[config.mk]
export PLATFORM = sky130hd
export DESIGN_NAME = shlp_hash
export DESIGN_NICKNAME = d
export VERILOG_FILES = /design/src/rtl/core/shlp_pkg.sv /design/src/rtl/core/shlp_hash.sv
export SDC_FILE = /design/constraint.sdc
export NUM_CORES = 1
export LEC_CHECK = 0
export BUFFER_PORTS_ARGS = -buffer_cell sky130_fd_sc_hd__buf_4
export CAP_MARGIN = 30
export CORE_AREA = 2 2 65 67
export DETAILED_ROUTE_END_ITERATION = 12
export DIE_AREA = 0 0 67 69
export PLACE_DENSITY = 0.8
export SLEW_MARGIN = 10
export SYNTH_ARGS = -nofsm -noshare
export SYNTH_HDL_FRONTEND = slang
export SYNTH_SLANG_ARGS = --single-unit
[constraint.sdc]
create_clock -name clk -period 1.46 [get_ports clk]
set_input_delay 0.219 -clock clk [delete_from_list [all_inputs] [get_ports clk]]
set_output_delay 0.219 -clock clk [all_outputs]
set_load 0.05 [all_outputs]
[src/rtl/core/shlp_pkg.sv]
// Shared types and constants for the spatial hash table with linear probing.
// Depends on nothing; imported by the hash unit and the top level.
`timescale 1ns / 1ps

package shlp_pkg;

	localparam logic [31:0] HASH_MUL_X = 32'd73856093;
	localparam logic [31:0] HASH_MUL_Z = 32'd19349663;

	localparam int KEY_W   = 16;
	localparam int IDX_W   = 8;
	localparam int USE_W   = 9;
	localparam int ENTRY_W = 1 + 2 * KEY_W;

	typedef enum logic [1:0] {
		OP_LOOKUP = 2'd0,
		OP_INSERT = 2'd1,
		OP_CLEAR  = 2'd2,
		OP_SPARE  = 2'd3
	} op_t;

	typedef enum logic [2:0] {
		ST_FOUND    = 3'd0,
		ST_INSERTED = 3'd1,
		ST_ABSENT   = 3'd2,
		ST_FULL     = 3'd3,
		ST_CLEARED  = 3'd4
	} status_t;

	typedef struct packed {
		logic             used;
		logic [KEY_W-1:0] kx;
		logic [KEY_W-1:0] kz;
	} entry_t;

	typedef enum logic [3:0] {
		S_IDLE  = 4'b0001,
		S_HASH  = 4'b0010,
		S_CHECK = 4'b0100,
		S_SWEEP = 4'b1000
	} state_t;

endpackage

[src/rtl/core/shlp_hash.sv]
// Home-slot hash unit: two registered 32-bit products, xor, then reduction
// modulo the slot count (mask for a power of two, else reciprocal multiply).
// Depends on shlp_pkg.
`timescale 1ns / 1ps

module shlp_hash #(
	parameter int TABLE_SLOTS = 256
) (
	input  logic                           clk,
	input  logic                           arst_n,
	input  logic                           start,
	input  logic [shlp_pkg::KEY_W-1:0]     kx,
	input  logic [shlp_pkg::KEY_W-1:0]     kz,
	output logic                           done,
	output logic [$clog2(TABLE_SLOTS)-1:0] home
);

	import shlp_pkg::*;

	localparam int  AW      = $clog2(TABLE_SLOTS);
	localparam bit  IS_POW2 = (TABLE_SLOTS == (1 << AW));
	// ceil(2^(32+AW) / slots) gives an exact quotient for any 32-bit value
	localparam int  SH      = 32 + AW;
	localparam logic [63:0] RECIP_W =
		((64'd1 << SH) + 64'(TABLE_SLOTS) - 64'd1) / 64'(TABLE_SLOTS);
	localparam logic [32:0] RECIP = RECIP_W[32:0];
	localparam logic [31:0] MODV  = 32'(TABLE_SLOTS);

	logic          valid_s1;
	logic [31:0]   prod_x_s1;
	logic [31:0]   prod_z_s1;
	logic [31:0]   hv;
	logic          valid_s2;
	logic [31:0]   hv_s2;
	logic [64:0]   qprod_s2;
	logic [64:0]   qshift;
	logic [31:0]   quot;
	logic [31:0]   qm;
	logic [31:0]   rem;
	logic          done_q;
	logic [AW-1:0] home_q;

	assign hv = prod_x_s1 ^ prod_z_s1;

	// quotient by reciprocal, remainder by back-multiply and subtract
	assign qshift = qprod_s2 >> SH;
	assign quot   = qshift[31:0];
	assign qm     = quot * MODV;
	assign rem    = hv_s2 - qm;

	always_ff @(posedge clk) begin
		if (start) begin
			prod_x_s1 <= {{(32-KEY_W){kx[KEY_W-1]}}, kx} * HASH_MUL_X;
			prod_z_s1 <= {{(32-KEY_W){kz[KEY_W-1]}}, kz} * HASH_MUL_Z;
		end
		if (valid_s1) begin
			hv_s2    <= hv;
			qprod_s2 <= {33'd0, hv} * {32'd0, RECIP};
		end
		if (IS_POW2 && valid_s1) begin
			home_q <= hv[AW-1:0];
		end else if (!IS_POW2 && valid_s2) begin
			home_q <= rem[AW-1:0];
		end
	end

	always_ff @(posedge clk or negedge arst_n) begin
		if (!arst_n) begin
			valid_s1 <= 1'b0;
			valid_s2 <= 1'b0;
			done_q   <= 1'b0;
		end else begin
			valid_s1 <= start;
			valid_s2 <= valid_s1 && !IS_POW2;
			done_q   <= IS_POW2 ? valid_s1 : valid_s2;
		end
	end

	assign done = done_q;
	assign home = home_q;

endmodule

---- Yosys cells after proc, flatten, opt, wreduce, memory -nomap -nowiden ----
Cells that the tools add are included.
Widths: inputs -> output; s select.
storage, ports and cells
  output and inout bits ................... 9
  word-level logic and storage cells ...... 8
  input bits .............................. 35
  register bits after elaboration ......... 26
cells by class
  bitwise operators ....................... 1
  $mul .................................... 2
operators by type and width
  operator               number
  $mul 16x28->8 const B  1
  $mul 16x26->8 const B  1
  $xor 8x8->8            1

---- Depth between registers and ports, before layout ----
  depth after elaboration ................. 1
  mapped depth ............................ 11
  mapped depth without buffers ............ 11

---- Worst setup path before layout ----
OpenSTA, ideal clock, no wires.
  path type ............................... input to register
  from .................................... input port kx[2] in the netlist's numbering
  to ...................................... register prod_x_s1[7] (data pin)
  slack ................................... -1769 ps
  stages .................................. 11
  data arrival time ....................... 2961 ps
  path buffers ............................ 0
  setup time .............................. 268 ps
  path through ............................ inv_1 fa_1 inv_1 ha_1 inv_1 fa_1 fa_1 inv_1 ha_1 a21oi_1 xnor3_1
between the ends
  cells in the longest elaborated chain, start to end .. 1
ends and longest elaborated chain
  element                 RTL line         RTL
  start: declaration      shlp_hash.sv:12  input logic [shlp_pkg::KEY_W-1:0] kx,
  $mul 16x28->8           shlp_hash.sv:53  prod_x_s1 <= {{(32-KEY_W){kx[KEY_W-1]}}, kx} * HASH_MUL_X;
  end signal: assignment  shlp_hash.sv:53
  end: declaration        shlp_hash.sv:30  logic [31:0] prod_x_s1;
Every way passes these cells.
A chain may end at the register's enable or synchronous reset.

---- Final worst setup path ----
  from .................................... input port kz[2] in the netlist's numbering
  to ...................................... register prod_z_s1[7] (data pin)
between the ends
  cells in the longest elaborated chain, start to end .. 1
ends and longest elaborated chain
  element                 RTL line         RTL
  start: declaration      shlp_hash.sv:13  input logic [shlp_pkg::KEY_W-1:0] kz,
  $mul 16x26->8           shlp_hash.sv:54  prod_z_s1 <= {{(32-KEY_W){kz[KEY_W-1]}}, kz} * HASH_MUL_Z;
  end signal: assignment  shlp_hash.sv:54
  end: declaration        shlp_hash.sv:31  logic [31:0] prod_z_s1;
Every way passes these cells.

==> results.tsv <==
metric	value	unit
status	complete, but fails checks	
violations	negative setup slack	
place_ws	-1.74	ns
synth_top_cells_by_area	edfxtp_1 (38%), ha_1 (21%), fa_1 (16%)	
insertion_delay	0.27	ns
slew_headroom	74.1	%
fin_setup_tns	-8.12	ns
seq_area_frac_synth	41.0	%
p_total	3890	uW
gp_congestion	0.803	
p_sw	1320	uW
worst_slew_pin_slew	0.388	ns
synth_compound_gate_area_share	1.33	%
hold_path.class	primary input to register	
design.portCount	44	
crit_path_cell_trace	buf_8, fa_2, fa_1, ha_4, inv_2, fa_1, inv_1, ha_1, a21o_1, a21oi_2, xnor3_1	
switching_share	33.9	%
synth_top_family_by_area	adder cells	
setup_viol	7	
routed_wl	3700	um
syn2layout_area_growth	46.8	%
power_frac_comb	53.7	%
drt_iter0_markers	74	
synth_top_area_share	38.3	%
grtUsageMet1	23.5	%
postRouteAntennaNets	0	
dp_cells	237	
grt-ovfl-total	0	
die_h	69	um
rows	23	
hold_violations	0	
period_needed	2.85	ns
seqPwrFrac	31.1	%
drive_above_1_share	50.3	%
crit_path_start_kind	primary input	
fmax	351	MHz
detail_route.wl_per_cell	15.1	um
syn_nets	219	
syn_area_per_cell	13.6	um2
clockBufferDepth	2	
grt_antenna_before_repair	0	
die_x	67	um
cts_sinks	26	
p_leak	0.00123	uW
finClkSkew	0.00178	ns
max_stage_delay	0.50	ns
n_antenna_cell	0	
initial_core_util	48.0	%
maxCapViolations	0	
grt_pass1_wl	6130	um
vdd_ir_drop_max	0.00137	V
layout.nets	277	
netlist_instances	138	
dieArea	0.00462	mm2
numCtsBuffers	3	
syn_area	0.00188	mm2
route.detailed.drc	0	
hpwl	2800	um
path_class	primary input to register	
coreArea	0.00391	mm2
cp.required	1.48	ns
grt_max_degree	18	
synth_cell_types	12	
p_per_area	1410	mW/mm2
worst_slack	-1.39	ns
first_global_vias	1316	
vias_per_cell	4.66	
use_met3	3.43	%
crit_arrival	2.88	ns
cts-root-buf	clkbuf_8	
placed_cell_area	0.00247	mm2
period_share	195	%
finalMaxSlewViolations	0	
yosysTopAreaCell	edfxtp_1	
grt.busiest_layer	met2	
internal_power	2570	uW
final_area	0.00276	mm2
synthMuxAreaShare	0	%
yosys.area_share.simple	0.532	%
htree_levels	1	
numPortBuffers	27	
fin_cells	245	
dr_total_vias	1142	
cp_common_cell	fa_1	
path_max_fanout	2	
crit_slowest_cell	fa_1	
power_frac_clock	15.1	%
ys_warn_count	0	
rsz0062_at_grt	yes	
synth-adder-area-share	36.6	%
ys_ff_latch	26	
grt.total_usage	18.0	%
end_kind	register	
path_clk_slew	0.09	ns
gr-usage-met2	31.2	%
synthXorXnorAreaFrac	13.4	%
drtPass1Iterations	4	
cts_tree	done	
==> layer usage <==
layer  wire [um]  up-vias
met5           0        -
met3         125        2
met1        1540      564
li1            -      552
met2        2020       24
met4          16        0
==> metrics by stage <==
step	utilization, %	hold WS, ns
floorplan	-	-0.0766
global placement	63.1	0.00141
detailed placement	63.1	0.00473
CTS	68.7	0.198
global route	70.6	0.195
finish	70.6	0.199
==> registers in the layout, summed over array words and instances, names as in the netlist <==
name	count
home	8
valid_s1	1
prod_x_s1	8
done	1
prod_z_s1	8
==> repair_timing <==
| item | CTS | global route |
|---|---|---|
| resized for setup | 29 | 12 |
| setup buffers | 1 | 4 |
| hold endpoints to repair | 2 | 0 |
| hold buffers | 1 | 0 |
| setup endpoints to repair | 8 | 7 |
| pin swaps | 17 | 15 |
==> placed cells by master, fill, tap and decap left out, types with 9 or more instances in the layout <==
cell type,netlist,routed
buf_4,0,39
edfxtp_1,24,24
inv_1,36,21
ha_4,0,17
fa_1,15,12
ha_1,31,11
inv_2,0,10
xor2_1,11,10
xnor2_1,10,9
buf_6,0,9
==> final timing paths <==
path	start	to	slack [ns]	cells past startpoint
worst max-delay path	kz[2]	prod_z_s1[7]$_DFFE_PP_	-1.39	11
worst min register to register	prod_x_s1[7]$_DFFE_PP_	home[7]$_DFFE_PP_	0.56	1
max in group asynchronous	arst_n	done$_DFF_PN0_	1.12	2
worst min-delay path	start	valid_s1$_DFF_PN0_	0.20	1
min in group asynchronous	arst_n	valid_s1$_DFF_PN0_	0.26	2
worst max register to register	valid_s1$_DFF_PN0_	home[4]$_DFFE_PP_	0.54	0
==> logic make-up (layout without fill, tap and decap cells) <==
logic type	Yosys count	in the layout
simple gates	2	2
xor+xnor	24	24
flops	26	26
buf+inv	36	93
fa+ha+maj	46	46
compound gates	4	4
==> cell usage after synthesis (all sizes together) <==
library cell,n
inv,36
ha,31
edfxtp,24
fa,15
xor2,11
xnor2,10
xnor3,3
a21o,2
a21oi,2
dfrtp,2
and2,1
nand2,1
==> critical path: cells and delay by family <==
kind,cells,cell delay [ns]
AO/OA/AOI/OAI,2,0.31
XOR/XNOR,1,0.21
buffers and inverters,3,0.18
adder cells (fa/ha/maj),5,1.95
==> power by group through the flow <==
stage / Combinational [uW] / Clock, uW / Sequential [uW]
2_1_floorplan: 973 / 0 / 1480
3_5_place_dp: 1800 / 0 / 1230
5_1_grt: 2280 / 634 / 1230
6_report: 2090 / 588 / 1210
3_3_place_gp: 1720 / 0 / 1230
4_1_cts: 1970 / 605 / 1210
==> final cells by class <==
class                           instances  area [um2]
Clock inverter                          1        30.0
Timing Repair Buffer                   53         469
Clock buffer                            3        41.3
Tap cell                               50        62.6
Fill cell                             250        1150
Sequential cell                        26         771
Inverter                               36         163
Multi-Input combinational cell         76        1220
Note: power is estimated with default switching activity, not from simulation.
